File: src/rtl/sope_pkg.sv
`timescale 1ns / 1ps
// ----------------------------------------------------------------------------
// sope_pkg
// Shared types and constants of the set operation engine.
// ----------------------------------------------------------------------------
package sope_pkg;

    localparam int DEF_SET_DEPTH  = 32;
    localparam int VALUE_W        = 32;
    localparam int OP_W           = 2;
    localparam int COUNT_W        = 7;
    localparam int CMD_FIFO_DEPTH = 4;

    typedef enum logic [OP_W-1:0] {
        OP_INTERSECT  = 2'd0,
        OP_UNION      = 2'd1,
        OP_DIFFERENCE = 2'd2
    } set_op_t;

    // One classified input beat handed from the front to the back.
    typedef struct packed {
        logic               store;
        logic               sel;
        logic               close;
        logic [VALUE_W-1:0] value;
    } cmd_t;

    typedef struct packed {
        logic [VALUE_W-1:0] value;
        logic               present;
        logic               last;
        logic [COUNT_W-1:0] count;
        logic               overflow;
    } res_t;

    typedef enum logic [3:0] {
        ST_LOAD,
        ST_F_RD,
        ST_F_WAIT,
        ST_S_RD,
        ST_S_CMP,
        ST_U_RD,
        ST_U_WAIT,
        ST_D_RD,
        ST_D_CMP,
        ST_E_RD,
        ST_E_OUT
    } back_state_t;

endpackage

File: src/rtl/sope_cmd_fifo.sv
`timescale 1ns / 1ps
// ----------------------------------------------------------------------------
// sope_cmd_fifo
// Short command queue between front and back end.
// ----------------------------------------------------------------------------
module sope_cmd_fifo
    import sope_pkg::*;
#(
    parameter int DEPTH = CMD_FIFO_DEPTH,
    localparam int PTR_W = (DEPTH > 1) ? $clog2(DEPTH) : 1,
    localparam int CNT_W = $clog2(DEPTH + 1)
) (
    input  logic clk,
    input  logic rst_n,
    input  logic push,
    input  cmd_t push_data,
    output logic full,
    input  logic pop,
    output cmd_t pop_data,
    output logic empty
);

    cmd_t             entry_reg [DEPTH];
    logic [PTR_W-1:0] wptr_reg;
    logic [PTR_W-1:0] wptr_next;
    logic [PTR_W-1:0] rptr_reg;
    logic [PTR_W-1:0] rptr_next;
    logic [CNT_W-1:0] count_reg;
    logic [CNT_W-1:0] count_next;
    logic             do_push;
    logic             do_pop;

    assign full     = (count_reg == CNT_W'(DEPTH));
    assign empty    = (count_reg == '0);
    assign do_push  = push && !full;
    assign do_pop   = pop && !empty;
    assign pop_data = entry_reg[rptr_reg];

    always_comb
    begin
        wptr_next  = wptr_reg;
        rptr_next  = rptr_reg;
        count_next = count_reg;
        if (do_push)
        begin
            wptr_next = (wptr_reg == PTR_W'(DEPTH - 1)) ? '0 : wptr_reg + 1'b1;
        end
        if (do_pop)
        begin
            rptr_next = (rptr_reg == PTR_W'(DEPTH - 1)) ? '0 : rptr_reg + 1'b1;
        end
        if (do_push && !do_pop)
        begin
            count_next = count_reg + 1'b1;
        end
        else if (do_pop && !do_push)
        begin
            count_next = count_reg - 1'b1;
        end
    end

    always_ff @(posedge clk)
    begin
        if (do_push)
        begin
            entry_reg[wptr_reg] <= push_data;
        end
    end

    always_ff @(posedge clk or negedge rst_n)
    begin
        if (!rst_n)
        begin
            wptr_reg  <= '0;
            rptr_reg  <= '0;
            count_reg <= '0;
        end
        else
        begin
            wptr_reg  <= wptr_next;
            rptr_reg  <= rptr_next;
            count_reg <= count_next;
        end
    end

endmodule

File: config.mk
export PLATFORM = sky130hd
export DESIGN_NAME = sope_cmd_fifo
export DESIGN_NICKNAME = d
export VERILOG_FILES = /design/src/rtl/sope_pkg.sv /design/src/rtl/sope_cmd_fifo.sv
export SDC_FILE = /design/constraint.sdc
export NUM_CORES = 1
export LEC_CHECK = 0
export BUFFER_PORTS_ARGS = -buffer_cell sky130_fd_sc_hd__buf_2
export CAP_MARGIN = 20
export CORE_MARGIN = 4
export CORE_UTILIZATION = 56
export CTS_CLUSTER_DIAMETER = 80
export DETAILED_ROUTE_END_ITERATION = 8
export PLACE_DENSITY = 0.8
export SLEW_MARGIN = 0
export SYNTH_ARGS = -nofsm -noshare
export SYNTH_HDL_FRONTEND = slang
export SYNTH_SLANG_ARGS = --single-unit
export TNS_END_PERCENT = 20
File: constraint.sdc
create_clock -name clk -period 2.53 [get_ports clk]
set_clock_uncertainty 0.1 [all_clocks]
set_input_delay 0.6325 -clock clk [delete_from_list [all_inputs] [get_ports clk]]
set_output_delay 0.6325 -clock clk [all_outputs]
set_load 0.02 [all_outputs]
==> metrics.cfg <==
[pwr]
power_density_mw_per_mm2=1240
peakVddDrop_uv=904
p_leak_uw=0.00239

[floorplan]
initial_core_util_pct=58.6
core_region_area_mm2=0.00937
die_y_um=107
fp.dieW_um=107
rows=35
die_area_mm2=0.0115
ios=76

[synth]
ys_seq_area_share_pct=79.7
synthTopCellsByCount=140 x edfxtp_1, 35 x mux4_2, 7 x dfrtp_1
synth_ff_type=edfxtp_1
ys_seq_elements=147
netlist_area_mm2=0.00549
yosysUniqueCellTypes=21
ys_top_cells_by_area=edfxtp_1 77%, mux4_2 14%, dfrtp_1 3.2%, ha_1 1.4%, buf_4 0.55%
synth.most_common_cell=edfxtp_1
synth_async_sr_flop_share_pct=4.76
ys_warn_count=0
synth_top_area_share_pct=76.5
synth_top_cell_by_area=edfxtp_1
avgSynthCellArea_um2=25.0
synth_nets=266
synth_edf_count=140
syn_inst=220

[global_route]
grt-ovfl-total=0
grt_pass1_wl_mm=15.0
grt_max_degree=26
grt_use_total_pct=18.3
grt_pass1_vias=2774
antenna_found_initial=0

[outcome]
outcome=complete, but fails checks
violations=negative setup slack

[sta]
rsz0062_at_grt=true
hold_viol=0
setup_viol_count_final=25
slew_headroom_pct=73.7
tightest_slew_ps=392
final.setup.tns_ps=-514
drv_slew=0
fmax_ghz=0.386
fin_crit_sh_pct=102
timing.final.ws_setup_ps=-62.6
finalCriticalPeriod_ps=2590

[worst_setup_path]
cpMaxStageDelayCell=mux4_2
critical_path_class=flip-flop to output pin
cp-end-kind=output pin
crit_chain=buf_12 -> mux4_2 -> buf_2
critPathMaxFanout=17
worstPathRequired_ps=1800
max_stage_delay_ps=540
worstPathArrival_ps=1860
startpoint_type=flip-flop

[cts]
clkSinkCount=147
cts_tree=yes
ctsLongestPathBuffers=2
clkLatencyLatePin_ps=510
cts.clk_slew.worst_paths_ps=60
numCtsBuffers=17
cts-root-buf=clkbuf_8
cts.htree.levels=4

[layout]
drive_gt1_share_pct=48.6
regArea_mm2=0.00438
antenna_cells=0
layout.nets=366
final_util_pct=71.8
area_delta_synth_final_pct=22.4
largest_register_ffs=140
final.fill_count=584
multi_input_area_mm2=0.00105

[placed_design]
dpl.hpwl_mm=5.81
portBuffers=75
gp_congestion=0.710

[routing]
via_count=2521
final_antenna_net_count=0
routedWlPerCell_um=19.9
dr.pass1.iters=4
drt_iter0_drc=97
drc=0
routed_wl_mm=9.21
vias_per_cell=5.46

[hold_path]
min_path_type=input pin to flip-flop

[job]
cap_violations=0

## critical path: cells and delay by family (launching register included)
kind     cells  cell delay, ps
mux          1             540
buf+inv      2             380
flops        1             420
## final timing paths
check | cells past startpoint | slack [ps] | startpoint | to
setup / recovery | 3 | -60 | rptr_reg[0] | pop_data[28]
hold / removal | 1 | 240 | push_data[12] | entry_reg[0][12]
setup reg to reg | 7 | 310 | count_reg[0] | count_reg[2]
hold reg to reg | 1 | 430 | count_reg[2] | count_reg[2]
max in group asynchronous | 2 | 1750 | rst_n | rptr_reg[0]
min in group asynchronous | 2 | 390 | rst_n | count_reg[0]
## layout make-up
class	count	area share, %
Clock buffer	27	7.31
Clock inverter	5	0.781
Inverter	3	0.167
Multi-Input combinational cell	61	15.6
Sequential cell	147	65.2
Tap cell	129	2.40
Timing Repair Buffer	90	8.60
## metal layers
metal / track usage [%] / wire [um] / up-vias / share of wire, %
met4: 5.75 / 91 / 0 / 0.99
met1: 22.3 / 3790 / 1310 / 41
li1: - / - / 1127 / -
met5: 0 / 0 / - / 0
met2: 30.7 / 4910 / 76 / 53
met3: 6.56 / 422 / 8 / 4.6
## report_power, final
part / leakage, uW / switching, uW / internal, uW
Clock: 0.000266 / 840 / 1400
Combinational: 0.000757 / 1430 / 1240
Sequential: 0.00136 / 211 / 3230
Total: 0.00239 / 2480 / 5870
## cell usage in the layout (no fill, tap or decap), drive strengths merged
cell         instances
dlygate4sd3          1
mux2                 4
edfxtp             140
fa                   1
nor2                 2
xor2                 2
nor3                 2
a21o                 1
clkinvlp             1
nor2b                1
clkbuf              27
o31ai                1
buf                 89
bufinv               1
dfrtp                7
clkinv               3
xnor2                1
mux4                35
inv                  3
nor3b                1
and2                 4
ha                   6
## metrics by stage
stage | hold slack [ps] | power, uW | std cells | setup slack, ps | instance area [um^2]
detailed placement | 385 | 6110 | 428 | 313 | 6130
global route | 205 | 8800 | 462 | -143 | 6730
finish | 236 | 8350 | 462 | -62.6 | 6730
floorplan | 237 | 5230 | 220 | 252 | 5490
global placement | 381 | 6050 | 428 | 357 | 6130
CTS | 203 | 8430 | 462 | -103 | 6700
## kinds of logic (layout without fill, tap and decap cells)
logic type	count (synthesis)	in the layout	synth area share [%]
flip-flops	147	147	79.7
multiplexers	39	39	15.3
buffers and inverters	12	125	1.28
AND/OR/NAND/NOR	10	10	1.12
adder cells (fa/ha/maj)	7	7	1.73
XOR/XNOR	3	3	0.478
AO/OA/AOI/OAI	2	2	0.364
## what timing repair did
action / 4_1_cts / 5_1_grt
hold buffers: 1 / 0
endpoints found under the setup margin: 33 / 35
setup buffers: 1 / 0
resized for setup: 4 / 8
endpoints found under the hold margin: 7 / 0
(Power assumes the default switching activity.)
