### src/rtl/sope_pkg.sv
`timescale 1ns / 1ps
// ----------------------------------------------------------------------------
// sope_pkg
// Shared types and constants of the set operation engine.
// ----------------------------------------------------------------------------
package sope_pkg;

    localparam int DEF_SET_DEPTH  = 32;
    localparam int VALUE_W        = 32;
    localparam int OP_W           = 2;
    localparam int COUNT_W        = 7;
    localparam int CMD_FIFO_DEPTH = 4;

    typedef enum logic [OP_W-1:0] {
        OP_INTERSECT  = 2'd0,
        OP_UNION      = 2'd1,
        OP_DIFFERENCE = 2'd2
    } set_op_t;

    // One classified input beat handed from the front to the back.
    typedef struct packed {
        logic               store;
        logic               sel;
        logic               close;
        logic [VALUE_W-1:0] value;
    } cmd_t;

    typedef struct packed {
        logic [VALUE_W-1:0] value;
        logic               present;
        logic               last;
        logic [COUNT_W-1:0] count;
        logic               overflow;
    } res_t;

    typedef enum logic [3:0] {
        ST_LOAD,
        ST_F_RD,
        ST_F_WAIT,
        ST_S_RD,
        ST_S_CMP,
        ST_U_RD,
        ST_U_WAIT,
        ST_D_RD,
        ST_D_CMP,
        ST_E_RD,
        ST_E_OUT
    } back_state_t;

endpackage

### src/rtl/sope_front.sv
`timescale 1ns / 1ps
// ----------------------------------------------------------------------------
// sope_front
// Input side: tracks which set is loading, drops stray beats and queues
// store and close commands for the back end.
// ----------------------------------------------------------------------------
module sope_front
    import sope_pkg::*;
(
    input  logic               clk,
    input  logic               rst_n,
    input  logic               push,
    output logic               full,
    input  logic               set_select,
    input  logic [VALUE_W-1:0] element_value,
    input  logic               element_present,
    input  logic               end_of_set,
    output logic               cmd_push,
    output cmd_t               cmd,
    input  logic               cmd_full
);

    logic loading_second_reg;
    logic loading_second_next;
    logic accept;
    logic match;

    assign full   = cmd_full;
    assign accept = push && !cmd_full;
    assign match  = (set_select == loading_second_reg);

    always_comb
    begin
        loading_second_next = loading_second_reg;
        if (accept && match && end_of_set)
        begin
            loading_second_next = ~set_select;
        end
    end

    assign cmd_push  = accept && match && (element_present || (end_of_set && set_select));
    assign cmd.store = element_present;
    assign cmd.sel   = set_select;
    assign cmd.close = end_of_set && set_select;
    assign cmd.value = element_value;

    always_ff @(posedge clk or negedge rst_n)
    begin
        if (!rst_n)
        begin
            loading_second_reg <= 1'b0;
        end
        else
        begin
            loading_second_reg <= loading_second_next;
        end
    end

endmodule

### config.mk
export PLATFORM = sky130hd
export DESIGN_NAME = sope_front
export DESIGN_NICKNAME = d
export VERILOG_FILES = /design/src/rtl/sope_pkg.sv /design/src/rtl/sope_front.sv
export SDC_FILE = /design/constraint.sdc
export NUM_CORES = 1
export LEC_CHECK = 0
export BUFFER_PORTS_ARGS = -buffer_cell sky130_fd_sc_hd__buf_4
export CORE_UTILIZATION = 24
export DETAILED_ROUTE_END_ITERATION = 7
export PLACE_DENSITY = 0.89
export SLEW_MARGIN = 15
export SYNTH_ARGS = -nofsm -noshare
export SYNTH_HDL_FRONTEND = slang
export SYNTH_SLANG_ARGS = --single-unit
### constraint.sdc
create_clock -name clk -period 2.4 [get_ports clk]
set_input_delay 0.12 -clock clk [delete_from_list [all_inputs] [get_ports clk]]
set_output_delay 0.12 -clock clk [all_outputs]
set_load 0.02 [all_outputs]
==> results.yml, run 1 <==
die:
  die-height_um: 39.9
  ios: 76
  fp.coreArea_um2: 1320
  die-area_um2: 1590
  rows: 13
  initial_core_util_pct: 26.1
  die_w_um: 39.9
worst_setup_path:
  reg2reg_from: "loading_second_reg$_DFFE_PN0P_"
  cp.arrival_ns: 1.04
  endpoint_kind: "output port"
  worstSetupPathType: "register to output port"
  critPathMaxFanout: 3
  crit_path_start: "loading_second_reg$_DFFE_PN0P_"
  start_kind: "register"
  reg2reg_depth: 2
  critPathRequiredTime_ns: 2.28
synth:
  syn_nets: 83
  synth_most_common_cell: "buf_4"
  yosysTopAreaCell: "buf_4"
  synth_seq_area_share_pct: 7.27
  avgSynthCellArea_um2: 7.82
  yosysTopAreaCellShare_pct: 76.4
  synth_seq_cells: 1
  synthArstFlopShare_pct: 100
  synth_area_um2: 344
  synth-edff-count: 0
  ys_warn_count: 0
  synthFlopType: "dfrtp_1"
  syn_inst: 44
  synth_area_leaders: "buf_4 (76%), dfrtp_1 (7.3%), mux2i_1 (2.9%)"
  yosysUniqueCellTypes: 10
route:
  routed_wl_um: 427
  firstDrtPassIters: 2
  drcViolationCount: 0
  vias: 150
  vias_per_cell: 4.17
  wl_per_cell_um: 11.9
  first_iter_violations: 1
  ant_nets: 0
layout:
  drive_above_1_share_pct: 57.1
  largest_register_ffs: 1
  num_antenna_cells: 0
  nets: 62
  areaGrowthSynthToFinish_pct: -44.0
  final_cell_area_um2: 193
outcome:
  status: "completed"
timing:
  worst_pin_slew_ns: 0.165
  tns_ns: 0
  clock-skew-final_ns: 0
  max_freq_mhz: 864
  hold_viol_final: 0
  layout_setup_ws_ns: 1.24
  period_needed_ns: 1.16
  slew_headroom_pct: 89.0
  rsz0062_at_grt: "no"
  final.period_utilization_pct: 48.2
  slew_violations: 0
  setup_viol: 0
clocking:
  worst_skew_pair.late_latency_ns: 0
  clkTransAtPathRegs_ns: 0
  post_cts_buffers: 0
grt:
  antenna_found_initial: 0
  grt_max_degree: 6
  grt_pass1_vias: 146
  grt_usage_pct: 4.88
  grt-ovfl-total: 0
  grt_pass1_wl_um: 558
hold_path:
  min_from: "element_value[10]"
  min_path_type: "input pin to output port"
  hold_depth: 0
power_and_ir_drop:
  seqPwrFrac_pct: 41.5
  p_sw_w: 0.0000160
  pwr-share-clk_pct: 0
  p_total_w: 0.0000540
  pwr-share-comb_pct: 58.5
  power.leakage_nw: 0.0957
  internal_power_w: 0.0000380
  power_density_nw_per_um2: 280
  sw_frac_of_total_pct: 29.7
  ir_worst_vdd_uv: 124
run:
  maxCapViolCount: 0
placement:
  port_buffers: 11
  postPlaceCellArea_um2: 183
  place.gp.congestion: 0.665
  dp_slack_ns: 1.24
-- kinds of logic (layout without fill, tap and decap cells) --
family	Yosys count	in the layout	synth area share, %
DFF	1	1	7.27
muxes	1	1	2.91
buffers and inverters	36	13	77.5
AOI/OAI and AO/OA	2	2	3.64
and+or+nand+nor	4	4	8.73
-- layout make-up --
cell class	instances	area (µm²)
Inverter	1	3.75
Timing Repair Buffer	12	92.6
Tap cell	15	18.8
Fill cell	143	1120
Sequential cell	1	25.0
Multi-Input combinational cell	7	52.6
-- final timing paths --
check                                            endpoint  slack [ns]
max in group asynchronous  loading_second_reg$_DFFE_PN0P_        1.88
min in group asynchronous  loading_second_reg$_DFFE_PN0P_        0.44
hold reg to reg            loading_second_reg$_DFFE_PN0P_        0.53
setup / recovery                                 cmd_push        1.24
setup reg to reg           loading_second_reg$_DFFE_PN0P_        1.80
hold / removal                                    cmd[10]        0.24
-- layer usage --
metal  track usage [%]  part of all wire (%)
met1              3.32                    24
met2              8.87                    48
met3              3.98                    25
met4              2.59                   3.0
met5                 0                     0
-- power groups by stage --
stage / clock (W) / combinational, W / sequential [W]
5_1_grt: 0 / 0.0000344 / 0.0000230
2_1_floorplan: 0 / 0.0000951 / 0.0000221
3_5_place_dp: 0 / 0.0000308 / 0.0000225
3_3_place_gp: 0 / 0.0000300 / 0.0000224
4_1_cts: 0 / 0.0000322 / 0.0000225
6_report: 0 / 0.0000316 / 0.0000224
-- through the flow --
step | instances | utilization (%) | hold slack (ns)
after floorplan | 44 | - | -0.176
after global placement | 35 | 13.9 | -0.102
after detailed placement | 35 | 13.9 | -0.103
after CTS | 36 | 14.6 | 0.240
after global routing | 36 | 14.6 | 0.240
final | 36 | 14.6 | 0.240
-- layout by cell type, fill, tap and decap left out --
cell type      count
o211ai_1           1
mux2i_1            1
dfrtp_1            1
inv_1              1
a21oi_1            1
dlygate4sd3_1      1
or3b_1             1
and2_2             1
nand3b_1           1
nand2b_1           1
buf_4             11
-- worst max-delay path, cell delays in order, from the launching register on --
cell     delay, ns
dfrtp_1       0.36
or3b_1        0.35
a21oi_1       0.16
buf_4         0.16
-- repair_timing --
item,4_1_cts,5_1_grt
hold endpoints to repair,1,0
hold buffers,1,0
gates resized for setup,0,0
(Power assumes the default switching activity.)
==> inputs of run 2 (changes only) <==
- CORE_UTILIZATION: 24 -> 22
- PLACE_DENSITY: 0.89 -> 0.83
- clock period: 2.4 -> 1.2 ns (I/O delays scaled with it)
==> run 2 against run 1 <==
Net effect: worst hold slack got worse by 0.12 ns; highest routed layer unchanged; largest cell class unchanged; critical path type unchanged; critical endpoint unchanged; routed wire length decreased by 11%; utilization decreased by 0.69 points; critical path depth unchanged; sequential power increased by 100%; via count increased by 0.67%; cell area unchanged; worst setup slack got worse by 1.1 ns; die area increased by 8.6%; first-iteration DRC count decreased by 100%.
==> results.yml, run 2 (synthesized netlist as in run 1, its figures left out) <==
worst_setup_path:
  critPathMaxFanout: 3
  crit_buf_inv: 1
  cp_slowest_cell: "dfrtp_1"
  cp.arrival_ns: 1.02
  critPathRequiredTime_ns: 1.14
  crit_family: "flip-flops"
  start_kind: "register"
  slowest_delay_ns: 0.37
  worstSetupPathType: "register to output port"
  endpoint_kind: "output port"
  path_cells: "or3b_1 -> a21oi_1 -> buf_4"
clocking:
  postCtsResizedCells: 0
  clkTransAtPathRegs_ns: 0
  worst_skew_pair.late_latency_ns: 0
  post_cts_buffers: 0
run:
  maxCapViolCount: 0
layout:
  num_antenna_cells: 0
  final_common_cell: "buf_4"
  nets: 62
  drive_above_1_share_pct: 57.1
  layoutNonFillerInstCount: 36
  largest_register_ffs: 1
  areaGrowthSynthToFinish_pct: -44.0
route:
  vias_per_cell: 4.19
  firstDrtPassIters: 1
  wl_per_cell_um: 10.6
  ant_nets: 0
  routed_wl_um: 380
  first_iter_violations: 0
  met3_length_um: 91
  drt-met1-wl_um: 87
  wl_met2_um: 198
  drcViolationCount: 0
  top_layer: "met4"
  vias: 151
die:
  fp.coreArea_um2: 1380
  die-height_um: 41.5
  rows: 13
  initial_core_util_pct: 24.9
  die-area_um2: 1730
  ios: 76
  die_w_um: 41.5
outcome:
  status: "completed"
grt:
  grt_pass1_wl_um: 531
  grt_usage_pct: 3.58
  antenna_found_initial: 0
  grt_pass1_vias: 142
  grt-ovfl-total: 0
  grt_max_degree: 6
timing:
  rsz0062_at_grt: "no"
  clock-skew-final_ns: 0
  slew_violations: 0
  final.period_utilization_pct: 89.9
  layout_setup_ws_ns: 0.121
  worst_pin_slew_ns: 0.116
  hold_viol_final: 0
  max_freq_mhz: 927
  slew_headroom_pct: 92.1
  period_needed_ns: 1.08
  setup_viol: 0
  tns_ns: 0
placement:
  port_buffers: 11
  dp_slack_ns: 0.112
  place_inst: 35
  dpl.hpwl_um: 319
  place.gp.congestion: 0.649
power_and_ir_drop:
  pwr-share-comb_pct: 58.0
  p_total_w: 0.000109
  seqPwrFrac_pct: 42.0
  power_density_nw_per_um2: 564
  ir_worst_vdd_uv: 224
  power.leakage_nw: 0.0957
  pwr-share-clk_pct: 0
  p_sw_w: 0.0000327
  internal_power_w: 0.0000760
  sw_frac_of_total_pct: 30.1
hold_path:
  min_path_type: "input pin to output port"
run 2: cell counts in the layout (fill, tap and decap cells not counted):
No cell type changed its count.
run 2: area by class of cell:
cell class,instances,area (µm²)
Multi-Input combinational cell,7,52.6
Inverter,1,3.75
Tap cell,15,18.8
Sequential cell,1,25.0
Fill cell,153,1190
Timing Repair Buffer,12,92.6
run 2: worst reg2reg max path, cell delays in order (launching register included):
cell and delay, ns:
dfrtp_1 0.37, inv_1 0.06, mux2i_1 0.06
run 2: per-layer routing:
layer	vias to the layer above	GRT usage, %
li1	57	-
met1	73	2.09
met2	19	7.81
met3	2	1.74
met4	0	1.94
met5	-	0
run 2: repair_timing:
action / in CTS / in global routing
hold endpoints to repair: 1 / 0
hold buffers: 1 / 0
endpoints found under the setup margin: 0 / 0
run 2: power by group through the flow:
stage | registers (W) | logic [W] | clock network (W)
2_1_floorplan | 0.0000441 | 0.000190 | 0
3_3_place_gp | 0.0000446 | 0.0000601 | 0
3_5_place_dp | 0.0000457 | 0.0000613 | 0
4_1_cts | 0.0000457 | 0.0000639 | 0
5_1_grt | 0.0000472 | 0.0000685 | 0
6_report | 0.0000456 | 0.0000631 | 0
run 2: per-stage QoR:
stage | hold slack [ns] | instance area (µm²) | util (%)
3_5_place_dp | -0.164 | 183 | 13.2
2_1_floorplan | -0.236 | 344 | -
4_1_cts | 0.120 | 193 | 13.9
6_report | 0.120 | 193 | 13.9
5_1_grt | 0.120 | 193 | 13.9
3_3_place_gp | -0.164 | 183 | 13.2
run 2: worst paths after layout:
kind,start,end,slack [ns],cells after the start
max,loading_second_reg$_DFFE_PN0P_,cmd_push,0.12,3
min,element_value[10],cmd[10],0.12,0
max reg2reg,loading_second_reg$_DFFE_PN0P_,loading_second_reg$_DFFE_PN0P_,0.58,2
min reg2reg,loading_second_reg$_DFFE_PN0P_,loading_second_reg$_DFFE_PN0P_,0.54,2
max in group asynchronous,rst_n,loading_second_reg$_DFFE_PN0P_,0.73,2
min in group asynchronous,rst_n,loading_second_reg$_DFFE_PN0P_,0.39,2
==> inputs of run 3 (changes only) <==
- ABC_AREA: not set -> 1
- CORE_UTILIZATION: 22 -> 23
- PLACE_DENSITY: 0.83 -> 0.85
==> run 3 against run 2 <==
Net effect: die area fell by 1.8%; area after synthesis grew 2.5%; synthesized cell count grew 16%; sequential power shrank 4.8%.
==> results.yml, run 3 <==
placement:
  place_inst: 42
  place.gp.congestion: 0.603
  port_buffers: 11
route:
  ant_nets: 0
  vias_per_cell: 3.74
  wl_per_cell_um: 9.00
  vias: 161
  firstDrtPassIters: 1
  drcViolationCount: 0
  first_iter_violations: 0
  routed_wl_um: 387
synth:
  ys_warn_count: 0
  syn_inst: 51
  synthFlopType: "dfrtp_1"
  yosysUniqueCellTypes: 9
  synth_area_um2: 353
  synthTopCellsByCount: "buf_4 (35), nand2_1 (5), inv_1 (3), nand3_1 (2), nor2_1 (2)"
  yosysTopAreaCellShare_pct: 74.5
  synth_seq_cells: 1
  synthArstFlopShare_pct: 100
  synth-edff-count: 0
  synth_most_common_cell: "buf_4"
  avgSynthCellArea_um2: 6.92
  synth_seq_area_share_pct: 7.09
  yosysTopAreaCell: "buf_4"
  synth_area_leaders: "buf_4 (74%), dfrtp_1 (7.1%), nand2_1 (5.3%)"
  syn_nets: 90
layout:
  final_common_cell: "buf_4"
  nets: 69
  largest_register_ffs: 1
  num_antenna_cells: 0
  nFillCells: 175
  mostFrequentLayoutCells: "buf_4 (11), nand2_1 (5), inv_1 (3)"
  areaGrowthSynthToFinish_pct: -42.9
  layoutNonFillerInstCount: 43
  drive_above_1_share_pct: 46.4
grt:
  grt_max_degree: 5
  grt_usage_pct: 4.43
  grt_pass1_vias: 139
  grt-ovfl-total: 0
  grt_pass1_wl_um: 524
  antenna_found_initial: 0
die:
  initial_core_util_pct: 25.8
  rows: 13
  ios: 76
  die-area_um2: 1690
  die-height_um: 41.2
  fp.coreArea_um2: 1370
  die_w_um: 41.2
timing:
  worst_pin_slew_ns: 0.0943
  hold_viol_final: 0
  clock-skew-final_ns: 0
  rsz0062_at_grt: "no"
  slew_violations: 0
  period_needed_ns: 0.802
  slew_headroom_pct: 93.7
  final.period_utilization_pct: 66.8
  setup_viol: 0
  max_freq_mhz: 1250
  tns_ns: 0
clocking:
  holdBufCountCts: 1
  post_cts_buffers: 0
  worst_skew_pair.late_latency_ns: 0
  clkTransAtPathRegs_ns: 0
  postCtsResizedCells: 0
power_and_ir_drop:
  power.leakage_nw: 0.114
  pwr-share-clk_pct: 0
  power_density_nw_per_um2: 546
  pwr-share-comb_pct: 60.5
  sw_frac_of_total_pct: 33.0
  p_sw_w: 0.0000363
  seqPwrFrac_pct: 39.5
  internal_power_w: 0.0000736
  ir_worst_vdd_uv: 135
worst_setup_path:
  critPathMaxFanout: 3
  start_kind: "register"
  slowest_delay_ns: 0.37
  endpoint_kind: "output port"
  cp_slowest_cell: "dfrtp_1"
  cp.arrival_ns: 0.74
  worstSetupPathType: "register to output port"
  critPathRequiredTime_ns: 1.14
  path_cells: "nand2_1 -> nand3_1 -> nor2_1 -> buf_4"
hold_path:
  min_path_type: "input pin to output port"
run:
  maxCapViolCount: 0
outcome:
  status: "completed"
## run 3: final timing paths
path / end / depth (start not counted) / start / slack, ns
worst max-delay path: cmd_push / 4 / loading_second_reg$_DFFE_PN0P_ / 0.40
worst max register to register: loading_second_reg$_DFFE_PN0P_ / 2 / loading_second_reg$_DFFE_PN0P_ / 0.60
worst min register to register: loading_second_reg$_DFFE_PN0P_ / 2 / loading_second_reg$_DFFE_PN0P_ / 0.49
min in group asynchronous: loading_second_reg$_DFFE_PN0P_ / 2 / rst_n / 0.38
max in group asynchronous: loading_second_reg$_DFFE_PN0P_ / 2 / rst_n / 0.74
worst min-delay path: cmd[0] / 0 / element_value[0] / 0.12
## run 3: power groups by stage
stage | clock network (W) | logic [W] | registers (W)
6_report | 0 | 0.0000666 | 0.0000434
3_5_place_dp | 0 | 0.0000651 | 0.0000435
2_1_floorplan | 0 | 0.000193 | 0.0000428
4_1_cts | 0 | 0.0000678 | 0.0000435
3_3_place_gp | 0 | 0.0000633 | 0.0000430
5_1_grt | 0 | 0.0000750 | 0.0000442
## run 3: layout make-up
class,count,area [µm²],area share [%]
inverters,4,15.0,7.45
multi-input cells,11,50.0,24.8
flip-flops and latches,1,25.0,12.4
well taps,15,18.8,9.32
repair buffers,12,92.6,46.0
## run 3: cell families after synthesis
group                  synth area share (%)
DFF                                    7.09
buffers and inverters                  78.7
and+or+nand+nor                        14.2
## run 3: metal layers
layer,part of all wire [%],vias to the layer above,GRT usage [%]
met5,0,-,0
met4,1.0,0,1.61
met1,30,73,3.82
met2,36,14,6.64
li1,-,72,-
met3,33,2,4.89
## run 3: metrics by stage
stage	util, %	hold WS, ns	cell area [µm²]	worst slack, ns	power [W]
4_1_cts	14.7	0.120	201	0.390	0.000111
3_5_place_dp	14.0	-0.161	191	0.390	0.000109
6_report	14.7	0.120	201	0.398	0.000110
5_1_grt	14.7	0.120	201	0.317	0.000119
2_1_floorplan	-	-0.236	353	0.357	0.000236
3_3_place_gp	14.0	-0.163	191	0.413	0.000106
## run 3: worst max-delay path, delay by kind of cell, from the launching register on
family	cells	cell delay, ns
buffers and inverters	1	0.14
DFF	1	0.37
and+or+nand+nor	3	0.23
